## src/design/thfp_pkg.sv

```systemverilog
`timescale 1ns / 1ps
// ----------------------------------------------------------------------------
// thfp_pkg
// Shared types and constants of the text header field parser: header kinds,
// keyword spellings and lengths, word limits.
// ----------------------------------------------------------------------------
package thfp_pkg;

	localparam int KW_COUNT    = 6;
	localparam int WORDS_KEPT  = 3;
	localparam int MAX_DIGITS  = 10;
	localparam int KW_MAXLEN   = 10;

	typedef enum logic [2:0] {
		KIND_CLIENT     = 3'd0,
		KIND_UPLOAD     = 3'd1,
		KIND_ACK        = 3'd2,
		KIND_RETRANSMIT = 3'd3,
		KIND_KEEPALIVE  = 3'd4,
		KIND_DATA       = 3'd5,
		KIND_OTHER      = 3'd6
	} kind_t;

	localparam logic [3:0]  POS_SAT  = 4'd11;
	localparam logic [2:0]  WIDX_SAT = 3'd4;
	localparam logic [3:0]  WLEN_SAT = 4'd11;
	localparam logic [33:0] INT32_TOP = 34'd2147483647;
	localparam logic [31:0] NEG_ONE  = 32'hFFFF_FFFF;
	localparam logic [7:0]  CHAR_SPACE = 8'h20;
	localparam logic [7:0]  CHAR_ZERO  = 8'h30;
	localparam logic [7:0]  CHAR_NINE  = 8'h39;

	// keywords padded with spaces to ten characters, first character in the top byte
	localparam logic [8*KW_MAXLEN-1:0] KW_TEXT [KW_COUNT] = '{
		"CLIENT    ",
		"UPLOAD    ",
		"ACK       ",
		"RETRANSMIT",
		"KEEPALIVE ",
		"DATA      "
	};

	localparam logic [3:0] KW_LEN [KW_COUNT] = '{4'd6, 4'd6, 4'd3, 4'd10, 4'd9, 4'd4};

	typedef struct packed {
		logic  parse_status;
		kind_t header_kind;
	} result_user_t;

	typedef struct packed {
		logic [31:0] window_value;
		logic [31:0] ack_value;
		logic [31:0] number_value;
	} result_data_t;

	function automatic logic [7:0] kw_char(input logic [2:0] k, input logic [3:0] pos);
		logic [3:0] p;
		p = (pos < 4'(KW_MAXLEN)) ? pos : 4'd0;
		return KW_TEXT[k][8*(KW_MAXLEN-1-int'(p)) +: 8];
	endfunction

endpackage

```

## src/design/text_header_field_parser.sv

```systemverilog
`timescale 1ns / 1ps
// ----------------------------------------------------------------------------
// text_header_field_parser
// Parses a text header line arriving one character per word and gives the
// header kind with up to three decimal fields at the end of the line.
// ----------------------------------------------------------------------------
// Usage:
//   s_axis carries one character per word in tdata[7:0]; a word with tlast
//   high ends the line and its character is ignored. m_axis gives one word per
//   line: tdata holds number, ack and window values, tuser the kind and status.
//   Words are only split at single spaces; words 1 to 3 are kept.
// Result path: the end word goes through the input register, then the
//   result register, where the result appears.
// Throughput: one character per cycle while no end word waits in the input
//   register; each character only updates small running registers (keyword
//   match bits, counters, one ten-digit accumulator built by shift and add).
// Reset: all line state returns to an empty line, both stages empty.
// Stall: while a result waits in the output register, characters keep
//   flowing; only a second end word waits in the input register until the
//   result has been taken.
// ----------------------------------------------------------------------------
module text_header_field_parser (
	input  logic          clk,
	input  logic          arst_n,
	input  logic          s_axis_tvalid,
	output logic          s_axis_tready,
	input  logic [7:0]    s_axis_tdata,   // header_byte
	input  logic          s_axis_tlast,   // line_end
	output logic          m_axis_tvalid,
	input  logic          m_axis_tready,
	output logic [95:0]   m_axis_tdata,   // number_value, ack_value, window_value
	output logic [3:0]    m_axis_tuser    // header_kind, parse_status
);
	import thfp_pkg::*;

	logic                 valid_s1;
	logic [7:0]           byte_s1;
	logic                 last_s1;
	logic                 advance;

	logic [3:0]           pos_q,   pos_n;
	logic [KW_COUNT-1:0]  alive_q, alive_n;
	logic [2:0]           widx_q,  widx_n;
	logic [3:0]           wlen_q,  wlen_n;
	logic [33:0]          acc_q,   acc_n;
	logic                 ok_q,    ok_n;
	logic                 lz_q,    lz_n;
	logic [31:0]          words_q [WORDS_KEPT];
	logic [31:0]          words_n [WORDS_KEPT];
	logic [31:0]          words_eff [WORDS_KEPT];

	logic [31:0]          wval;
	logic                 is_space;
	logic                 is_digit;
	logic [7:0]           digit;
	kind_t                kind;
	logic                 found;
	result_user_t         res_user;
	result_data_t         res_data;
	result_user_t         user_q;
	result_data_t         data_q;
	logic                 out_valid_q;

	assign advance       = valid_s1 && (!last_s1 || !out_valid_q || m_axis_tready);
	assign s_axis_tready = !valid_s1 || advance;

	always_ff @(posedge clk or negedge arst_n) begin
		if (!arst_n) begin
			valid_s1 <= 1'b0;
			byte_s1  <= '0;
			last_s1  <= 1'b0;
		end else if (s_axis_tready) begin
			valid_s1 <= s_axis_tvalid;
			byte_s1  <= s_axis_tdata;
			last_s1  <= s_axis_tlast;
		end
	end

	// value of the word now open, as it would be closed
	always_comb begin
		if (wlen_q >= 4'd1 && wlen_q <= 4'(MAX_DIGITS) && ok_q &&
		    !(lz_q && wlen_q != 4'd1) && acc_q <= INT32_TOP)
			wval = acc_q[31:0];
		else
			wval = NEG_ONE;
		for (int i = 0; i < WORDS_KEPT; i++)
			words_eff[i] = (widx_q == 3'(i + 1)) ? wval : words_q[i];
	end

	// running update for one ordinary character
	always_comb begin
		is_space = (byte_s1 == CHAR_SPACE);
		is_digit = (byte_s1 >= CHAR_ZERO) && (byte_s1 <= CHAR_NINE);
		digit    = byte_s1 - CHAR_ZERO;
		alive_n  = alive_q;
		for (int k = 0; k < KW_COUNT; k++) begin
			if (pos_q < KW_LEN[k] && kw_char(3'(k), pos_q) != byte_s1)
				alive_n[k] = 1'b0;
		end
		pos_n   = (pos_q < POS_SAT) ? pos_q + 4'd1 : pos_q;
		widx_n  = widx_q;
		wlen_n  = wlen_q;
		acc_n   = acc_q;
		ok_n    = ok_q;
		lz_n    = lz_q;
		words_n = words_q;
		if (is_space) begin
			words_n = words_eff;
			widx_n  = (widx_q < WIDX_SAT) ? widx_q + 3'd1 : widx_q;
			wlen_n  = '0;
			acc_n   = '0;
			ok_n    = 1'b1;
			lz_n    = 1'b0;
		end else begin
			if (wlen_q == 4'd0 && byte_s1 == CHAR_ZERO)
				lz_n = 1'b1;
			if (is_digit) begin
				if (wlen_q < 4'(MAX_DIGITS))
					acc_n = (acc_q << 3) + (acc_q << 1) + {26'd0, digit};
			end else begin
				ok_n = 1'b0;
			end
			if (wlen_q < WLEN_SAT)
				wlen_n = wlen_q + 4'd1;
		end
	end

	// kind and fields at the end of the line
	always_comb begin
		kind  = KIND_OTHER;
		found = 1'b0;
		for (int k = 0; k < KW_COUNT; k++) begin
			if (!found && alive_q[k] && pos_q >= KW_LEN[k]) begin
				kind  = kind_t'(3'(k));
				found = 1'b1;
			end
		end
		res_data.number_value = NEG_ONE;
		res_data.ack_value    = NEG_ONE;
		res_data.window_value = NEG_ONE;
		res_user.header_kind  = kind;
		res_user.parse_status = 1'b1;
		unique case (kind)
			KIND_CLIENT: begin
				res_data.number_value = words_eff[0];
				res_user.parse_status = 1'b0;
			end
			KIND_UPLOAD, KIND_RETRANSMIT: begin
				res_data.number_value = words_eff[0];
				res_user.parse_status = (words_eff[0] == NEG_ONE);
			end
			KIND_ACK: begin
				res_data.ack_value    = words_eff[0];
				res_data.window_value = words_eff[1];
				res_user.parse_status = (words_eff[0] == NEG_ONE) ||
				                        (words_eff[1] == NEG_ONE);
			end
			KIND_DATA: begin
				res_data.ack_value    = words_eff[1];
				res_data.window_value = words_eff[2];
				if (words_eff[1] != NEG_ONE && words_eff[2] != NEG_ONE) begin
					res_data.number_value = words_eff[0];
					res_user.parse_status = (words_eff[0] == NEG_ONE);
				end
			end
			default: begin
				res_user.parse_status = 1'b1;
			end
		endcase
	end

	always_ff @(posedge clk or negedge arst_n) begin
		if (!arst_n) begin
			pos_q   <= '0;
			alive_q <= '1;
			widx_q  <= '0;
			wlen_q  <= '0;
			acc_q   <= '0;
			ok_q    <= 1'b1;
			lz_q    <= 1'b0;
			for (int i = 0; i < WORDS_KEPT; i++)
				words_q[i] <= NEG_ONE;
		end else if (advance) begin
			if (last_s1) begin
				pos_q   <= '0;
				alive_q <= '1;
				widx_q  <= '0;
				wlen_q  <= '0;
				acc_q   <= '0;
				ok_q    <= 1'b1;
				lz_q    <= 1'b0;
				for (int i = 0; i < WORDS_KEPT; i++)
					words_q[i] <= NEG_ONE;
			end else begin
				pos_q   <= pos_n;
				alive_q <= alive_n;
				widx_q  <= widx_n;
				wlen_q  <= wlen_n;
				acc_q   <= acc_n;
				ok_q    <= ok_n;
				lz_q    <= lz_n;
				words_q <= words_n;
			end
		end
	end

	// result register
	always_ff @(posedge clk or negedge arst_n) begin
		if (!arst_n) begin
			out_valid_q <= 1'b0;
			user_q      <= '{parse_status: 1'b1, header_kind: KIND_OTHER};
			data_q      <= '0;
		end else begin
			if (!out_valid_q || m_axis_tready)
				out_valid_q <= advance && last_s1;
			if (advance && last_s1) begin
				user_q <= res_user;
				data_q <= res_data;
			end
		end
	end

	assign m_axis_tvalid = out_valid_q;
	assign m_axis_tdata  = data_q;
	assign m_axis_tuser  = user_q;

endmodule

```

## config.mk

```make
export PLATFORM = sky130hd
export DESIGN_NAME = text_header_field_parser
export DESIGN_NICKNAME = d
export VERILOG_FILES = /design/src/design/thfp_pkg.sv /design/src/design/text_header_field_parser.sv
export SDC_FILE = /design/constraint.sdc
export NUM_CORES = 1
export LEC_CHECK = 0
export ABC_CLOCK_PERIOD_IN_PS = 5000
export BUFFER_PORTS_ARGS = -buffer_cell sky130_fd_sc_hd__buf_4
export CAP_MARGIN = 10
export CELL_PAD_IN_SITES_DETAIL_PLACEMENT = 0
export CELL_PAD_IN_SITES_GLOBAL_PLACEMENT = 2
export CORE_MARGIN = 5
export CORE_UTILIZATION = 30
export CTS_CLUSTER_SIZE = 30
export DETAILED_ROUTE_END_ITERATION = 7
export PLACE_DENSITY_LB_ADDON = 0.08
export SYNTH_ARGS = -nofsm -noshare
export SYNTH_HDL_FRONTEND = slang
export SYNTH_SLANG_ARGS = --single-unit
```

## constraint.sdc

```tcl
create_clock -name clk -period 5 [get_ports clk]
set_input_delay 1 -clock clk [delete_from_list [all_inputs] [get_ports clk]]
set_output_delay 1 -clock clk [all_outputs]
set_load 0.05 [all_outputs]
```

==> results of run 1 <==
flip-flops by register name, indices dropped and copies added, names as in the netlist:
signal	flops
alive_q	6
last_s1	1
acc_q	34
m_axis_tdata	96
ok_q	1
m_axis_tvalid	1
valid_s1	1
lz_q	1
m_axis_tuser	4
wlen_q	4
byte_s1	8
widx_q	3
pos_q	4
words_q	96
per-stage QoR:
step                area [µm²]   util
floorplan                15200      -
global placement         16800  0.334
detailed placement       16800  0.334
CTS                      17900  0.357
global route             17900  0.357
finish                   17900  0.357
per-layer routing:
layer	vias to the layer above	track usage	wire (µm)
met1	6539	0.277	26200
li1	6192	-	-
met3	60	0.0317	2100
met5	-	0	0
met2	225	0.287	23700
met4	0	0.0372	907
layout make-up:
type	instances	area [µm²]
clock inverter	13	168
multi-input combinational	1219	7980
tap	672	841
clock buffer	49	998
sequential	260	6640
inverter	38	143
timing repair buffer	149	1150
fill	5211	32200
cells in the mapped netlist, types with 4 or more instances:
cell type                   number
sky130_fd_sc_hd__dfstp_2       106
sky130_fd_sc_hd__buf_2          16
sky130_fd_sc_hd__nor2_1        226
sky130_fd_sc_hd__o22a_1         68
sky130_fd_sc_hd__mux2_2          7
sky130_fd_sc_hd__nand2b_1       12
sky130_fd_sc_hd__fa_1            6
sky130_fd_sc_hd__nand3_1        15
sky130_fd_sc_hd__a22oi_1         6
sky130_fd_sc_hd__mux2i_1         4
sky130_fd_sc_hd__ha_1           74
sky130_fd_sc_hd__o21ai_1         5
sky130_fd_sc_hd__nor3_1         13
sky130_fd_sc_hd__o2111ai_1      62
sky130_fd_sc_hd__a21oi_1       150
sky130_fd_sc_hd__o41ai_1         4
sky130_fd_sc_hd__xnor2_1        29
sky130_fd_sc_hd__xor2_1         17
sky130_fd_sc_hd__a211oi_1        6
sky130_fd_sc_hd__o21bai_1        5
sky130_fd_sc_hd__nand4b_1        4
sky130_fd_sc_hd__o22ai_1         7
sky130_fd_sc_hd__dfrtp_1       154
sky130_fd_sc_hd__inv_1          38
sky130_fd_sc_hd__nand4_1        30
sky130_fd_sc_hd__and3_1          7
sky130_fd_sc_hd__a211o_1        32
sky130_fd_sc_hd__a31oi_1        11
sky130_fd_sc_hd__nor3b_1         4
sky130_fd_sc_hd__nor4_1         13
sky130_fd_sc_hd__o21ai_0        93
sky130_fd_sc_hd__a21o_1         12
sky130_fd_sc_hd__a22o_1         30
sky130_fd_sc_hd__and2_1          5
sky130_fd_sc_hd__clkbuf_1      101
sky130_fd_sc_hd__o21a_1         70
sky130_fd_sc_hd__nand2_1       129
sky130_fd_sc_hd__o32ai_1         7
sky130_fd_sc_hd__nor2b_1         7
sky130_fd_sc_hd__or3_1           7
sky130_fd_sc_hd__buf_1           6
worst max-delay path: cells and delay by family (launching register included):
| family | cells | cell delay (ps) |
|---|---|---|
| flops | 1 | 370 |
| fa+ha+maj | 1 | 1070 |
| buf+inv | 2 | 570 |
| compound gates | 4 | 810 |
| simple gates | 4 | 1390 |
final timing paths:
kind / depth (start not counted) / slack [ps] / startpoint / end
max: 11 / 680 / pos_q[3] / alive_q[4]
min in group clk: 2 / 460 / m_axis_tuser[1] / m_axis_tuser[1]
min: 1 / 440 / arst_n / m_axis_tvalid
min reg2reg: 2 / 460 / m_axis_tuser[1] / m_axis_tuser[1]
max in group asynchronous: 2 / 3380 / arst_n / m_axis_tdata[27]
max reg2reg: 11 / 680 / pos_q[3] / alive_q[4]
power groups by stage:
stage	clock, µW	sequential (µW)	combinational (µW)
after global routing	2730	2980	3680
final	2570	2930	3380
after CTS	2650	2930	3410
after floorplan	0	3260	1830
after global placement	0	2960	3410
after detailed placement	0	2970	3400
cells in the final DEF (no fill, tap or decap), types with 11 or more instances in the layout:
master                        n
sky130_fd_sc_hd__a31oi_1     11
sky130_fd_sc_hd__nor3_1      12
sky130_fd_sc_hd__nand3_1     14
sky130_fd_sc_hd__o2111ai_1   62
sky130_fd_sc_hd__ha_1        73
sky130_fd_sc_hd__nand2b_1    12
sky130_fd_sc_hd__o22a_1      68
sky130_fd_sc_hd__dfstp_2    106
sky130_fd_sc_hd__a211o_1     32
sky130_fd_sc_hd__nor2_1     223
sky130_fd_sc_hd__dfrtp_1    154
sky130_fd_sc_hd__a21oi_1    150
sky130_fd_sc_hd__buf_4      146
sky130_fd_sc_hd__xnor2_1     29
sky130_fd_sc_hd__a21o_1      12
sky130_fd_sc_hd__clkbuf_16   35
sky130_fd_sc_hd__a22o_1      30
sky130_fd_sc_hd__o21ai_0     93
sky130_fd_sc_hd__nand2_1    126
sky130_fd_sc_hd__nand4_1     30
sky130_fd_sc_hd__nor4_1      13
sky130_fd_sc_hd__o21a_1      70
sky130_fd_sc_hd__inv_1       38
sky130_fd_sc_hd__xor2_1      17
logic make-up (layout without fill, tap and decap cells):
group / after synthesis / count (layout) / share of synthesized area
AOI/OAI and AO/OA: 603 / 603 / 0.278
and+or+nand+nor: 479 / 479 / 0.140
DFF: 260 / 260 / 0.437
buffers and inverters: 162 / 249 / 0.0418
adders and majority gates: 80 / 80 / 0.0689
xor gates and xnor gates: 46 / 46 / 0.0265
muxes: 11 / 11 / 0.00783
==> flow_summary.html, run 1 <==
<table>
<tr><th>Metric</th><th>Value</th></tr>
<tr><th colspan="2">Global routing</th></tr>
<tr><td>Vias in the first global route</td><td>12935</td></tr>
<tr><td>GRT Total Usage</td><td>0.186</td></tr>
<tr><td>Initial antenna violation count</td><td>0</td></tr>
<tr><td>Wire length of the first global-routing pass</td><td>82400 µm</td></tr>
<tr><td>Largest net degree at the start of global routing</td><td>93</td></tr>
<tr><td>Global route overflow</td><td>0</td></tr>
<tr><th colspan="2">Floorplan</th></tr>
<tr><td>Die Span X</td><td>235 µm</td></tr>
<tr><td>Total core area</td><td>50200 µm²</td></tr>
<tr><td>IO Count</td><td>115</td></tr>
<tr><td>Std cell rows</td><td>82</td></tr>
<tr><td>Die extent in y</td><td>235 µm</td></tr>
<tr><td>Initial standard-cell utilization of the core</td><td>0.303</td></tr>
<tr><td>Area enclosed by the die boundary</td><td>55200 µm²</td></tr>
<tr><th colspan="2">Min path</th></tr>
<tr><td>Path category of the worst min-delay check</td><td>in2async</td></tr>
<tr><th colspan="2">Logic synthesis</th></tr>
<tr><td>Sequential fraction of the synthesis area</td><td>0.437</td></tr>
<tr><td>Number of enable-type register cells in the synthesized netlist</td><td>0</td></tr>
<tr><td>Synth top area share</td><td>0.254</td></tr>
<tr><td>Fraction of registers with async set or reset after synthesis</td><td>1.00</td></tr>
<tr><td>Syn_nets</td><td>1734</td></tr>
<tr><td>Top cell type by total area after synthesis</td><td>sky130_fd_sc_hd__dfrtp_1</td></tr>
<tr><td>Yosys cell types</td><td>73</td></tr>
<tr><td>FF+latch count, synth</td><td>260</td></tr>
<tr><td>Synthesized instance count</td><td>1641</td></tr>
<tr><td>Leading cell types by total area after synthesis</td><td>sky130_fd_sc_hd__dfrtp_1, sky130_fd_sc_hd__dfstp_2, sky130_fd_sc_hd__ha_1</td></tr>
<tr><td>Mean area per synthesized cell</td><td>9.26 µm²</td></tr>
<tr><td>Most common flop cell mapped by yosys</td><td>sky130_fd_sc_hd__dfrtp_1</td></tr>
<tr><td>Post-Synthesis Cell Area</td><td>15200 µm²</td></tr>
<tr><td>Yosys warning count</td><td>0</td></tr>
<tr><th colspan="2">STA</th></tr>
<tr><td>Relative max-transition margin</td><td>0.352</td></tr>
<tr><td>RSZ-0062 raised after global routing</td><td>no</td></tr>
<tr><td>Sum of negative setup slack</td><td>0 ps</td></tr>
<tr><td>Count of final hold-check violations</td><td>0</td></tr>
<tr><td>Final worst-path cycle share</td><td>0.863</td></tr>
<tr><td>Max-slew violation count</td><td>0</td></tr>
<tr><td>Slew at the pin closest to its max-slew limit</td><td>965 ps</td></tr>
<tr><td>Fmax achieved</td><td>0.232 GHz</td></tr>
<tr><td>Worst-case setup margin in the final layout</td><td>684 ps</td></tr>
<tr><td>Setup violators final</td><td>0</td></tr>
<tr><td>Final critical-path required period</td><td>4320 ps</td></tr>
<tr><td>Largest clock skew in the final design</td><td>10.6 ps</td></tr>
<tr><td>Worst hold slack across all endpoints</td><td>440 ps</td></tr>
<tr><th colspan="2">Setup path</th></tr>
<tr><td>CP peak stage delay</td><td>1070 ps</td></tr>
<tr><td>Crit. End Element</td><td>register</td></tr>
<tr><td>Critical path data required time</td><td>5450 ps</td></tr>
<tr><td>Signal arrival time at the worst endpoint</td><td>4770 ps</td></tr>
<tr><td>Crit path top cell by count</td><td>sky130_fd_sc_hd__inv_1</td></tr>
<tr><td>WS Path Type</td><td>reg2reg</td></tr>
<tr><td>Kind of start point of the critical path</td><td>register</td></tr>
<tr><td>Cell with the biggest individual delay on the critical path</td><td>sky130_fd_sc_hd__ha_1</td></tr>
<tr><td>Critical-path cell list</td><td>nor2b_1, inv_1, ha_1, nor2_1, inv_1, a21oi_1, o41ai_1, o32ai_1, nor4_1, nand4_1, a32oi_1</td></tr>
<tr><td>Critical-path maximum fanout</td><td>29</td></tr>
<tr><th colspan="2">Placement</th></tr>
<tr><td>Post-Place Worst Slack</td><td>876 ps</td></tr>
<tr><td>Count of buffers inserted at the top-level ports</td><td>114</td></tr>
<tr><td>HPWL Detailed</td><td>37500 µm</td></tr>
<tr><td>Number of instances in the placed design</td><td>2338</td></tr>
<tr><td>Placer's final routability congestion estimate</td><td>0.803</td></tr>
<tr><th colspan="2">Power and ir drop</th></tr>
<tr><td>Static power due to leakage</td><td>0.00739 µW</td></tr>
<tr><td>Share of total power consumed by net switching</td><td>0.418</td></tr>
<tr><td>Total power density per cell area</td><td>496 nW/µm²</td></tr>
<tr><td>Part of the power in combinational logic</td><td>0.380</td></tr>
<tr><td>Total power draw</td><td>8880 µW</td></tr>
<tr><td>Clock power frac</td><td>0.289</td></tr>
<tr><td>Net Sw Power</td><td>3710 µW</td></tr>
<tr><td>Internal power</td><td>5170 µW</td></tr>
<tr><td>Sequential power share</td><td>0.330</td></tr>
<tr><td>Peak supply drop</td><td>0.219 mV</td></tr>
<tr><th colspan="2">CTS</th></tr>
<tr><td>Clock root buffer</td><td>sky130_fd_sc_hd__clkbuf_16</td></tr>
<tr><td>Insertion delay of the later-clocked pin in the worst-skew pair</td><td>540 ps</td></tr>
<tr><td>Number of buffers inserted during clock tree synthesis</td><td>34</td></tr>
<tr><td>Setup repair bufs after CTS</td><td>0</td></tr>
<tr><td>Buffers from clock root to sink, at most</td><td>3</td></tr>
<tr><td>TritonCTS clock tree</td><td>done</td></tr>
<tr><td>Number of clock sinks seen by CTS</td><td>260</td></tr>
<tr><td>CTS resizes</td><td>0</td></tr>
<tr><td>CTS Hold Bufs</td><td>0</td></tr>
<tr><td>Clock-pin slew on the worst setup and hold paths</td><td>60 ps</td></tr>
<tr><td>H-Tree Depth</td><td>2</td></tr>
<tr><th colspan="2">Flow run</th></tr>
<tr><td>Max-capacitance violation count</td><td>0</td></tr>
<tr><th colspan="2">Routing</th></tr>
<tr><td>Via count</td><td>13016</td></tr>
<tr><td>Routed WL per cell</td><td>22.1 µm</td></tr>
<tr><td>Count of TritonRoute iterations in the first routing pass</td><td>5</td></tr>
<tr><td>Via density per instance</td><td>5.42</td></tr>
<tr><td>Number of design-rule violations left by the first detailed-router iteration</td><td>826</td></tr>
<tr><td>Remaining antenna violation count</td><td>0</td></tr>
<tr><td>Total wire length</td><td>53000 µm</td></tr>
<tr><td>DRC errors left</td><td>0</td></tr>
<tr><th colspan="2">Final layout</th></tr>
<tr><td>Net count of the finished layout</td><td>1795</td></tr>
<tr><td>Fraction of final layout cells with drive strength greater than 1</td><td>0.198</td></tr>
<tr><td>Final Non-Filler Cells</td><td>2400</td></tr>
<tr><td>Diodes inserted</td><td>0</td></tr>
<tr><td>Area added between synthesis and finish</td><td>18.0%</td></tr>
<tr><th colspan="2">Status</th></tr>
<tr><td>Status</td><td>complete, no violations</td></tr>
</table>
(Power assumes the default switching activity.)
==> run 2: changes to the inputs <==
--- a/config.mk
+++ b/config.mk
@@ -14,7 +14,7 @@
 export CORE_UTILIZATION = 30
 export CTS_CLUSTER_SIZE = 30
 export DETAILED_ROUTE_END_ITERATION = 7
-export PLACE_DENSITY_LB_ADDON = 0.08
+export PLACE_DENSITY_LB_ADDON = 0.1
 export SYNTH_ARGS = -nofsm -noshare
 export SYNTH_HDL_FRONTEND = slang
 export SYNTH_SLANG_ARGS = --single-unit
==> run 2 against run 1 <==
  * Critical path depth down 1
  * Total power is 1.5% lower
  * Worst hold slack better by 21 ps
  * Global-route usage grew 0.18 points
  * Critical path type unchanged
  * Flip-flop and latch count stayed put
  * First-iteration DRC count rose by 11%
  * Via count up 0.91%
==> flow_summary.html, run 2 (synthesis results as in run 1) <==
<table>
<tr><th>Metric</th><th>Value</th></tr>
<tr><th colspan="2">Final layout</th></tr>
<tr><td>Most frequent standard cell in the layout excluding fill and tap cells</td><td>sky130_fd_sc_hd__nor2_1 (unchanged)</td></tr>
<tr><td>Post-route cell area</td><td>17900 µm² (about the same)</td></tr>
<tr><td>Area added between synthesis and finish</td><td>17.9% (was 18.0%)</td></tr>
<tr><td>Fraction of final layout cells with drive strength greater than 1</td><td>0.200 (was 0.198)</td></tr>
<tr><td>Final-layout fill cell count</td><td>5174 (was 5211)</td></tr>
<tr><td>Diodes inserted</td><td>0 (unchanged)</td></tr>
<tr><td>Most frequent cells in the layout</td><td>sky130_fd_sc_hd__nor2_1, sky130_fd_sc_hd__buf_4, sky130_fd_sc_hd__dfrtp_1 (was sky130_fd_sc_hd__nor2_1, sky130_fd_sc_hd__dfrtp_1, sky130_fd_sc_hd__a21oi_1)</td></tr>
<tr><td>Net count of the finished layout</td><td>1804 (was 1795)</td></tr>
<tr><th colspan="2">Global routing</th></tr>
<tr><td>Wire length of the first global-routing pass</td><td>83000 µm (was 82400 µm)</td></tr>
<tr><td>GRT Total Usage</td><td>0.188 (was 0.186)</td></tr>
<tr><td>Vias in the first global route</td><td>13024 (was 12935)</td></tr>
<tr><td>Largest net degree at the start of global routing</td><td>104 (was 93)</td></tr>
<tr><td>Global route overflow</td><td>0 (unchanged)</td></tr>
<tr><td>Initial antenna violation count</td><td>0 (unchanged)</td></tr>
<tr><th colspan="2">CTS</th></tr>
<tr><td>H-Tree Depth</td><td>2 (unchanged)</td></tr>
<tr><td>Setup repair bufs after CTS</td><td>0 (unchanged)</td></tr>
<tr><td>Buffers from clock root to sink, at most</td><td>3 (unchanged)</td></tr>
<tr><td>TritonCTS clock tree</td><td>done (unchanged)</td></tr>
<tr><td>Number of clock sinks seen by CTS</td><td>260 (unchanged)</td></tr>
<tr><td>Insertion delay of the later-clocked pin in the worst-skew pair</td><td>560 ps (was 540 ps)</td></tr>
<tr><td>CTS resizes</td><td>0 (unchanged)</td></tr>
<tr><td>Clock root buffer</td><td>sky130_fd_sc_hd__clkbuf_16 (unchanged)</td></tr>
<tr><td>Clock-pin slew on the worst setup and hold paths</td><td>60 ps (about the same)</td></tr>
<tr><td>CTS Hold Bufs</td><td>0 (unchanged)</td></tr>
<tr><td>Number of buffers inserted during clock tree synthesis</td><td>35 (was 34)</td></tr>
<tr><th colspan="2">STA</th></tr>
<tr><td>Final critical-path required period</td><td>4160 ps (was 4320 ps)</td></tr>
<tr><td>Slew at the pin closest to its max-slew limit</td><td>1020 ps (was 965 ps)</td></tr>
<tr><td>Setup violators final</td><td>0 (unchanged)</td></tr>
<tr><td>Relative max-transition margin</td><td>0.317 (was 0.352)</td></tr>
<tr><td>RSZ-0062 raised after global routing</td><td>no (unchanged)</td></tr>
<tr><td>Worst hold slack across all endpoints</td><td>461 ps (was 440 ps)</td></tr>
<tr><td>Largest clock skew in the final design</td><td>21.2 ps (was 10.6 ps)</td></tr>
<tr><td>Sum of negative setup slack</td><td>0 ps (unchanged)</td></tr>
<tr><td>Final worst-path cycle share</td><td>0.831 (was 0.863)</td></tr>
<tr><td>Max-slew violation count</td><td>0 (unchanged)</td></tr>
<tr><td>Fmax achieved</td><td>0.241 GHz (was 0.232 GHz)</td></tr>
<tr><td>Count of final hold-check violations</td><td>0 (unchanged)</td></tr>
<tr><th colspan="2">Setup path</th></tr>
<tr><td>Critical-path cell list</td><td>nor2b_1, inv_1, ha_1, nand3_1, nor2_1, a21oi_1, xnor2_1, nor4_1, a31oi_1, o21ai_0 (was nor2b_1, inv_1, ha_1, nor2_1, inv_1, a21oi_1, o41ai_1, o32ai_1, nor4_1, nand4_1, a32oi_1)</td></tr>
<tr><td>Crit. End Element</td><td>register (unchanged)</td></tr>
<tr><td>Kind of start point of the critical path</td><td>register (unchanged)</td></tr>
<tr><td>Number of cells on the worst reg-to-reg path</td><td>10 (was 11)</td></tr>
<tr><td>Buf+Inv Stages, Crit Path</td><td>1 (was 2)</td></tr>
<tr><td>Kind of cell with the highest combined delay on the critical path</td><td>simple AND/OR/NAND/NOR gates (unchanged)</td></tr>
<tr><td>Signal arrival time at the worst endpoint</td><td>4630 ps (was 4770 ps)</td></tr>
<tr><td>Critical-path maximum fanout</td><td>19 (was 29)</td></tr>
<tr><td>Cell with the biggest individual delay on the critical path</td><td>sky130_fd_sc_hd__ha_1 (unchanged)</td></tr>
<tr><td>Critical path depth</td><td>10 (was 11)</td></tr>
<tr><td>Critical path data required time</td><td>5470 ps (was 5450 ps)</td></tr>
<tr><td>WS Path Type</td><td>reg2reg (unchanged)</td></tr>
<tr><td>Worst r2r dst</td><td>alive_q[3] (was alive_q[4])</td></tr>
<tr><td>CP peak stage delay</td><td>880 ps (was 1070 ps)</td></tr>
<tr><td>Critical Path Start</td><td>pos_q[3] (unchanged)</td></tr>
<tr><td>Start of the worst register-to-register path</td><td>pos_q[3] (unchanged)</td></tr>
<tr><td>Slack of the worst reg-to-reg path</td><td>840 ps (was 680 ps)</td></tr>
<tr><th colspan="2">Power and ir drop</th></tr>
<tr><td>Static power due to leakage</td><td>0.00741 µW (was 0.00739 µW)</td></tr>
<tr><td>Sequential power share</td><td>0.335 (was 0.330)</td></tr>
<tr><td>Net Sw Power</td><td>3700 µW (was 3710 µW)</td></tr>
<tr><td>Total power density per cell area</td><td>488 nW/µm² (was 496 nW/µm²)</td></tr>
<tr><td>Peak supply drop</td><td>0.192 mV (was 0.219 mV)</td></tr>
<tr><td>Share of total power consumed by net switching</td><td>0.423 (was 0.418)</td></tr>
<tr><td>Clock power frac</td><td>0.278 (was 0.289)</td></tr>
<tr><td>Part of the power in combinational logic</td><td>0.388 (was 0.380)</td></tr>
<tr><td>Internal power</td><td>5040 µW (was 5170 µW)</td></tr>
<tr><th colspan="2">Min path</th></tr>
<tr><td>Path category of the worst min-delay check</td><td>reg2reg (was in2async)</td></tr>
<tr><td>Instance count along the most critical hold path</td><td>2</td></tr>
<tr><td>Origin of the worst min-delay path</td><td>m_axis_tuser[1]</td></tr>
<tr><td>Worst Hold End</td><td>m_axis_tuser[1]</td></tr>
<tr><th colspan="2">Routing</th></tr>
<tr><td>DRC errors left</td><td>0 (unchanged)</td></tr>
<tr><td>Total wire length</td><td>53600 µm (was 53000 µm)</td></tr>
<tr><td>Routed WL per cell</td><td>22.2 µm (was 22.1 µm)</td></tr>
<tr><td>Count of TritonRoute iterations in the first routing pass</td><td>7 (was 5)</td></tr>
<tr><td>Met3 wirelength from detailed routing</td><td>2250 µm (was 2100 µm)</td></tr>
<tr><td>Detail Route met2 WL</td><td>23400 µm (was 23700 µm)</td></tr>
<tr><td>Wire length the detailed router placed on met1</td><td>26900 µm (was 26200 µm)</td></tr>
<tr><td>Remaining antenna violation count</td><td>0 (unchanged)</td></tr>
<tr><td>Via density per instance</td><td>5.45 (was 5.42)</td></tr>
<tr><td>Number of design-rule violations left by the first detailed-router iteration</td><td>916 (was 826)</td></tr>
<tr><td>Highest metal layer with signal wires</td><td>met4 (unchanged)</td></tr>
<tr><td>Via count</td><td>13134 (was 13016)</td></tr>
<tr><th colspan="2">Placement</th></tr>
<tr><td>Area after DPL</td><td>16800 µm² (about the same)</td></tr>
<tr><td>Placer's final routability congestion estimate</td><td>0.823 (was 0.803)</td></tr>
<tr><td>Count of buffers inserted at the top-level ports</td><td>114 (unchanged)</td></tr>
<tr><td>HPWL Detailed</td><td>38000 µm (was 37500 µm)</td></tr>
<tr><th colspan="2">Floorplan</th></tr>
<tr><td>Area enclosed by the die boundary</td><td>55200 µm² (unchanged)</td></tr>
<tr><td>Initial standard-cell utilization of the core</td><td>0.303 (unchanged)</td></tr>
<tr><td>Die extent in y</td><td>235 µm (unchanged)</td></tr>
<tr><td>Total core area</td><td>50200 µm² (unchanged)</td></tr>
<tr><td>IO Count</td><td>115 (unchanged)</td></tr>
<tr><td>Die Span X</td><td>235 µm (unchanged)</td></tr>
<tr><td>Std cell rows</td><td>82 (unchanged)</td></tr>
<tr><th colspan="2">Status</th></tr>
<tr><td>Status</td><td>complete, no violations (unchanged)</td></tr>
<tr><th colspan="2">Flow run</th></tr>
<tr><td>Max-capacitance violation count</td><td>0 (unchanged)</td></tr>
</table>
==> run 2: worst max path at each step <==
stage,endpoint,slack [ps]
5_1_grt,alive_q[3],630
6_report,alive_q[3],840
3_3_place_gp,alive_q[3],950
2_1_floorplan,acc_q[26],1290
3_5_place_dp,alive_q[3],920
4_1_cts,alive_q[3],920
==> run 2: worst reg2reg max path: stages, from the launching register on <==
cell	delay, ps
sky130_fd_sc_hd__dfrtp_1	370
sky130_fd_sc_hd__nor2b_1	630
sky130_fd_sc_hd__inv_1	460
sky130_fd_sc_hd__ha_1	880
sky130_fd_sc_hd__nand3_1	420
sky130_fd_sc_hd__nor2_1	460
sky130_fd_sc_hd__a21oi_1	100
sky130_fd_sc_hd__xnor2_1	140
sky130_fd_sc_hd__nor4_1	240
sky130_fd_sc_hd__a31oi_1	200
sky130_fd_sc_hd__o21ai_0	180
==> run 2: power groups by stage <==
stage / clock (µW) / sequential, µW / combinational [µW]
final: 2430 / 2930 / 3390
after global routing: 2600 / 2980 / 3690
after CTS: 2520 / 2930 / 3420
after detailed placement: 0 / 2960 / 3400
after global placement: 0 / 2950 / 3400
after floorplan: 0 / 3260 / 1830
==> run 2: layout make-up <==
type / instances / area (µm²) / area share
repair buffers: 157 / 1200 / 0.0669
inverters: 38 / 143 / 0.00796
clock inverters: 11 / 96.3 / 0.00538
well taps: 672 / 841 / 0.0469
clock buffers: 53 / 1010 / 0.0566
multi-input cells: 1219 / 7980 / 0.446
flip-flops and latches: 260 / 6640 / 0.371
==> run 2: metrics by stage <==
step | power (µW) | cells | util | setup slack (ps)
2_1_floorplan | 5090 | 1641 | - | 1290
3_3_place_gp | 6350 | 2346 | 0.335 | 953
3_5_place_dp | 6370 | 2346 | 0.335 | 924
4_1_cts | 8870 | 2410 | 0.357 | 917
5_1_grt | 9270 | 2410 | 0.357 | 628
6_report | 8750 | 2410 | 0.357 | 843
==> run 2: metal layers <==
layer,vias to the layer above,global-route usage
li1,6233,-
met1,6594,0.284
met2,257,0.284
met3,50,0.0281
met4,0,0.0453
met5,-,0
==> run 3: changes to the inputs <==
--- a/config.mk
+++ b/config.mk
@@ -5,7 +5,8 @@
 export SDC_FILE = /design/constraint.sdc
 export NUM_CORES = 1
 export LEC_CHECK = 0
-export ABC_CLOCK_PERIOD_IN_PS = 5000
+export ABC_AREA = 1
+export ABC_CLOCK_PERIOD_IN_PS = 3950
 export BUFFER_PORTS_ARGS = -buffer_cell sky130_fd_sc_hd__buf_4
 export CAP_MARGIN = 10
 export CELL_PAD_IN_SITES_DETAIL_PLACEMENT = 0
==> constraint.sdc (replaced) <==
create_clock -name clk -period 3.95 [get_ports clk]
set_input_delay 0.79 -clock clk [delete_from_list [all_inputs] [get_ports clk]]
set_output_delay 0.79 -clock clk [all_outputs]
set_load 0.05 [all_outputs]
==> run 3 against run 2 <==
  * Combinational power grew 43%
  * Area after synthesis grew 9.1%
  * First-iteration DRC count shrank 9.1%
  * Fmax grew 19%
  * Synthesized cell count grew 30%
  * Clock-buffer cell count shrank 2
  * Non-clock buffer count grew 3
  * Critical endpoint is now acc_q[24]
  * Largest power group unchanged
==> flow_summary.html, run 3 <==
<table>
<tr><th>Metric</th><th>Value</th></tr>
<tr><th colspan="2">Floorplan</th></tr>
<tr><td>Die Span X</td><td>245 µm (was 235 µm)</td></tr>
<tr><td>IO Count</td><td>115 (unchanged)</td></tr>
<tr><td>Initial standard-cell utilization of the core</td><td>0.302 (was 0.303)</td></tr>
<tr><td>Total core area</td><td>54900 µm² (was 50200 µm²)</td></tr>
<tr><td>Area enclosed by the die boundary</td><td>60000 µm² (was 55200 µm²)</td></tr>
<tr><td>Std cell rows</td><td>86 (was 82)</td></tr>
<tr><td>Die extent in y</td><td>245 µm (was 235 µm)</td></tr>
<tr><th colspan="2">Final layout</th></tr>
<tr><td>Post-layout utilization of the core</td><td>0.353 (was 0.357)</td></tr>
<tr><td>Final Non-Filler Cells</td><td>2956 (was 2410)</td></tr>
<tr><td>Most frequent cells in the layout</td><td>sky130_fd_sc_hd__nand2_1, sky130_fd_sc_hd__inv_1, sky130_fd_sc_hd__dfrtp_1 (was sky130_fd_sc_hd__nor2_1, sky130_fd_sc_hd__buf_4, sky130_fd_sc_hd__dfrtp_1)</td></tr>
<tr><td>Fraction of final layout cells with drive strength greater than 1</td><td>0.195 (was 0.200)</td></tr>
<tr><td>Net count of the finished layout</td><td>2317 (was 1804)</td></tr>
<tr><td>Area added between synthesis and finish</td><td>16.9% (was 17.9%)</td></tr>
<tr><td>Total area of multi-input combinational cells</td><td>8350 µm² (was 7980 µm²)</td></tr>
<tr><td>Most frequent standard cell in the layout excluding fill and tap cells</td><td>sky130_fd_sc_hd__nand2_1 (was sky130_fd_sc_hd__nor2_1)</td></tr>
<tr><td>Diodes inserted</td><td>0 (unchanged)</td></tr>
<tr><td>Final-layout fill cell count</td><td>5823 (was 5174)</td></tr>
<tr><td>Seq. cell area</td><td>6640 µm² (unchanged)</td></tr>
<tr><th colspan="2">Routing</th></tr>
<tr><td>Met3 wirelength from detailed routing</td><td>3120 µm (was 2250 µm)</td></tr>
<tr><td>Routed WL per cell</td><td>20.2 µm (was 22.2 µm)</td></tr>
<tr><td>Detail Route met2 WL</td><td>25800 µm (was 23400 µm)</td></tr>
<tr><td>Number of design-rule violations left by the first detailed-router iteration</td><td>833 (was 916)</td></tr>
<tr><td>Via count</td><td>14628 (was 13134)</td></tr>
<tr><td>Remaining antenna violation count</td><td>0 (unchanged)</td></tr>
<tr><td>Wire length the detailed router placed on met1</td><td>29400 µm (was 26900 µm)</td></tr>
<tr><td>Via density per instance</td><td>4.95 (was 5.45)</td></tr>
<tr><td>Count of TritonRoute iterations in the first routing pass</td><td>5 (was 7)</td></tr>
<tr><td>Highest metal layer with signal wires</td><td>met4 (unchanged)</td></tr>
<tr><td>Total wire length</td><td>59700 µm (was 53600 µm)</td></tr>
<tr><td>DRC errors left</td><td>0 (unchanged)</td></tr>
<tr><th colspan="2">CTS</th></tr>
<tr><td>CTS Hold Bufs</td><td>0 (unchanged)</td></tr>
<tr><td>Insertion delay of the later-clocked pin in the worst-skew pair</td><td>580 ps (was 560 ps)</td></tr>
<tr><td>Clock root buffer</td><td>sky130_fd_sc_hd__clkbuf_16 (unchanged)</td></tr>
<tr><td>Buffers from clock root to sink, at most</td><td>3 (unchanged)</td></tr>
<tr><td>Number of buffers inserted during clock tree synthesis</td><td>36 (was 35)</td></tr>
<tr><td>H-Tree Depth</td><td>2 (unchanged)</td></tr>
<tr><td>Setup repair bufs after CTS</td><td>0 (unchanged)</td></tr>
<tr><td>TritonCTS clock tree</td><td>done (unchanged)</td></tr>
<tr><td>Clock-pin slew on the worst setup and hold paths</td><td>60 ps (about the same)</td></tr>
<tr><td>CTS resizes</td><td>0 (unchanged)</td></tr>
<tr><td>Number of clock sinks seen by CTS</td><td>260 (unchanged)</td></tr>
<tr><th colspan="2">Power and ir drop</th></tr>
<tr><td>Static power due to leakage</td><td>0.00867 µW (was 0.00741 µW)</td></tr>
<tr><td>Clock power frac</td><td>0.281 (was 0.278)</td></tr>
<tr><td>Part of the power in combinational logic</td><td>0.414 (was 0.388)</td></tr>
<tr><td>Sequential power share</td><td>0.305 (was 0.335)</td></tr>
<tr><td>Net Sw Power</td><td>5000 µW (was 3700 µW)</td></tr>
<tr><td>Peak supply drop</td><td>0.249 mV (was 0.192 mV)</td></tr>
<tr><td>Share of total power consumed by net switching</td><td>0.427 (was 0.423)</td></tr>
<tr><td>Internal power</td><td>6710 µW (was 5040 µW)</td></tr>
<tr><td>Total power density per cell area</td><td>605 nW/µm² (was 488 nW/µm²)</td></tr>
<tr><td>Total power draw</td><td>11700 µW (was 8750 µW)</td></tr>
<tr><th colspan="2">Logic synthesis</th></tr>
<tr><td>Fraction of registers with async set or reset after synthesis</td><td>1.00 (unchanged)</td></tr>
<tr><td>Cell with the most instances after synthesis</td><td>sky130_fd_sc_hd__nand2_1 (was sky130_fd_sc_hd__nor2_1)</td></tr>
<tr><td>Yosys warning count</td><td>0 (unchanged)</td></tr>
<tr><td>Share of synthesized cell area in full adder, half adder and majority cells</td><td>0.0631 (was 0.0689)</td></tr>
<tr><td>Top cell type by total area after synthesis</td><td>sky130_fd_sc_hd__dfrtp_1 (unchanged)</td></tr>
<tr><td>Post-Synth XOR/XNOR Area</td><td>0.0148 (was 0.0265)</td></tr>
<tr><td>Compound-Gate Fraction of Synth Area</td><td>0.156 (was 0.278)</td></tr>
<tr><td>Fraction of synthesized area in multiplexers</td><td>0 (was 0.00783)</td></tr>
<tr><td>Sequential fraction of the synthesis area</td><td>0.401 (was 0.437)</td></tr>
<tr><td>Leading cell types by total area after synthesis</td><td>sky130_fd_sc_hd__dfrtp_1, sky130_fd_sc_hd__dfstp_2, sky130_fd_sc_hd__nand2_1 (was sky130_fd_sc_hd__dfrtp_1, sky130_fd_sc_hd__dfstp_2, sky130_fd_sc_hd__ha_1)</td></tr>
<tr><td>Syn_nets</td><td>2226 (was 1734)</td></tr>
<tr><td>Synthesized instance count</td><td>2133 (was 1641)</td></tr>
<tr><td>FF+latch count, synth</td><td>260 (unchanged)</td></tr>
<tr><td>Post-synthesis share of cell area spent on and, or, nand and nor gates</td><td>0.268 (was 0.140)</td></tr>
<tr><td>Synth top area share</td><td>0.233 (was 0.254)</td></tr>
<tr><td>Largest family of logic cells by synthesized area</td><td>simple AND/OR/NAND/NOR gates (was compound AO/OA/AOI/OAI gates)</td></tr>
<tr><td>Yosys cell types</td><td>51 (was 73)</td></tr>
<tr><td>Most common flop cell mapped by yosys</td><td>sky130_fd_sc_hd__dfrtp_1 (unchanged)</td></tr>
<tr><td>Number of enable-type register cells in the synthesized netlist</td><td>0 (unchanged)</td></tr>
<tr><td>Post-Synthesis Cell Area</td><td>16600 µm² (was 15200 µm²)</td></tr>
<tr><td>Commonest cells in the synthesized netlist</td><td>sky130_fd_sc_hd__nand2_1, sky130_fd_sc_hd__inv_1, sky130_fd_sc_hd__dfrtp_1 (was sky130_fd_sc_hd__nor2_1, sky130_fd_sc_hd__dfrtp_1, sky130_fd_sc_hd__a21oi_1)</td></tr>
<tr><td>Mean area per synthesized cell</td><td>7.77 µm² (was 9.26 µm²)</td></tr>
<tr><th colspan="2">Global routing</th></tr>
<tr><td>Global route overflow</td><td>0 (unchanged)</td></tr>
<tr><td>Initial antenna violation count</td><td>0 (unchanged)</td></tr>
<tr><td>Vias in the first global route</td><td>14506 (was 13024)</td></tr>
<tr><td>Largest net degree at the start of global routing</td><td>96 (was 104)</td></tr>
<tr><td>Wire length of the first global-routing pass</td><td>92100 µm (was 83000 µm)</td></tr>
<tr><td>GRT Total Usage</td><td>0.197 (was 0.188)</td></tr>
<tr><th colspan="2">Status</th></tr>
<tr><td>Status</td><td>complete, no violations (unchanged)</td></tr>
<tr><th colspan="2">STA</th></tr>
<tr><td>Fmax achieved</td><td>0.287 GHz (was 0.241 GHz)</td></tr>
<tr><td>Max-slew violation count</td><td>0 (unchanged)</td></tr>
<tr><td>Final worst-path cycle share</td><td>0.881 (was 0.831)</td></tr>
<tr><td>RSZ-0062 raised after global routing</td><td>no (unchanged)</td></tr>
<tr><td>Largest clock skew in the final design</td><td>37.7 ps (was 21.2 ps)</td></tr>
<tr><td>Count of final hold-check violations</td><td>0 (unchanged)</td></tr>
<tr><td>Final critical-path required period</td><td>3480 ps (was 4160 ps)</td></tr>
<tr><td>Relative max-transition margin</td><td>0.382 (was 0.317)</td></tr>
<tr><td>Slew at the pin closest to its max-slew limit</td><td>927 ps (was 1020 ps)</td></tr>
<tr><td>Setup violators final</td><td>0 (unchanged)</td></tr>
<tr><td>Sum of negative setup slack</td><td>0 ps (unchanged)</td></tr>
<tr><th colspan="2">Setup path</th></tr>
<tr><td>Critical path data required time</td><td>4370 ps (was 5470 ps)</td></tr>
<tr><td>Critical Path Start</td><td>byte_s1[4] (was pos_q[3])</td></tr>
<tr><td>WS Path Type</td><td>reg2reg (unchanged)</td></tr>
<tr><td>Critical-path maximum fanout</td><td>8 (was 19)</td></tr>
<tr><td>Crit. End Element</td><td>register (unchanged)</td></tr>
<tr><td>Kind of start point of the critical path</td><td>register (unchanged)</td></tr>
<tr><td>Signal arrival time at the worst endpoint</td><td>3910 ps (was 4630 ps)</td></tr>
<tr><td>Start of the worst register-to-register path</td><td>byte_s1[4] (was pos_q[3])</td></tr>
<tr><th colspan="2">Placement</th></tr>
<tr><td>Count of buffers inserted at the top-level ports</td><td>114 (unchanged)</td></tr>
<tr><td>Number of instances in the placed design</td><td>2890 (was 2346)</td></tr>
<tr><td>Placer's final routability congestion estimate</td><td>0.837 (was 0.823)</td></tr>
<tr><td>HPWL Detailed</td><td>42700 µm (was 38000 µm)</td></tr>
<tr><th colspan="2">Min path</th></tr>
<tr><td>Path category of the worst min-delay check</td><td>in2async (was reg2reg)</td></tr>
<tr><th colspan="2">Flow run</th></tr>
<tr><td>Max-capacitance violation count</td><td>0 (unchanged)</td></tr>
</table>
==> run 3: final cells by class <==
class / count / area share
clock inverter: 15 / 0.00672
sequential: 260 / 0.343
timing repair buffer: 160 / 0.0663
inverter: 273 / 0.0530
tap: 704 / 0.0455
clock buffer: 51 / 0.0546
multi-input combinational: 1493 / 0.431
==> run 3: critical path, stage by stage, from the launching register on <==
cell	delay, ps
sky130_fd_sc_hd__dfrtp_1	490
sky130_fd_sc_hd__inv_1	100
sky130_fd_sc_hd__ha_1	320
sky130_fd_sc_hd__fa_1	480
sky130_fd_sc_hd__inv_1	40
sky130_fd_sc_hd__ha_1	340
sky130_fd_sc_hd__nand2_1	70
sky130_fd_sc_hd__o21ai_0	260
sky130_fd_sc_hd__a21oi_1	160
sky130_fd_sc_hd__inv_1	100
sky130_fd_sc_hd__nand2_1	60
sky130_fd_sc_hd__nand2_1	120
sky130_fd_sc_hd__nand2_1	60
sky130_fd_sc_hd__nand2_1	100
sky130_fd_sc_hd__inv_1	60
sky130_fd_sc_hd__o21ai_0	270
sky130_fd_sc_hd__nand2_1	90
sky130_fd_sc_hd__nand2_1	90
sky130_fd_sc_hd__nand2_1	50
sky130_fd_sc_hd__nand2_1	60
sky130_fd_sc_hd__o22ai_1	60
==> run 3: kinds of logic (layout without fill, tap and decap cells) <==
kind of cell / count (synthesis) / after routing
DFF: 260 / 260
adders and majority gates: 80 / 80
and+or+nand+nor: 948 / 948
AOI/OAI and AO/OA: 437 / 437
buffers and inverters: 380 / 499
xor gates and xnor gates: 28 / 28
==> run 3: final timing paths <==
| kind | slack (ps) | cells after the start | to |
|---|---|---|---|
| max reg2reg | 470 | 20 | acc_q[24] |
| max in group asynchronous | 2730 | 2 | words_q[70] |
| min reg2reg | 460 | 2 | alive_q[5] |
| min in group clk | 430 | 3 | last_s1 |
| max | 470 | 20 | acc_q[24] |
| min | 180 | 1 | acc_q[25] |
==> run 3: power groups by stage <==
| stage | clock (µW) | combinational, µW | sequential (µW) |
|---|---|---|---|
| floorplan | 0 | 2720 | 4140 |
| global placement | 0 | 4860 | 3610 |
| detailed placement | 0 | 4850 | 3620 |
| CTS | 3410 | 4870 | 3580 |
| global route | 3520 | 5310 | 3640 |
| finish | 3290 | 4840 | 3580 |
==> run 3: metrics by stage <==
step / area [µm²] / worst slack [ps] / hold slack, ps
after floorplan: 16600 / 664 / 442
final: 19400 / 469 / 182
after global routing: 19400 / 112 / 233
after CTS: 19400 / 464 / 237
after global placement: 18200 / 440 / 450
after detailed placement: 18200 / 479 / 456
==> run 3: layer usage <==
metal  up-vias  track usage
met3        61       0.0396
met2       341        0.293
met5         -            0
li1       7194            -
met4         0       0.0488
met1      7032        0.292
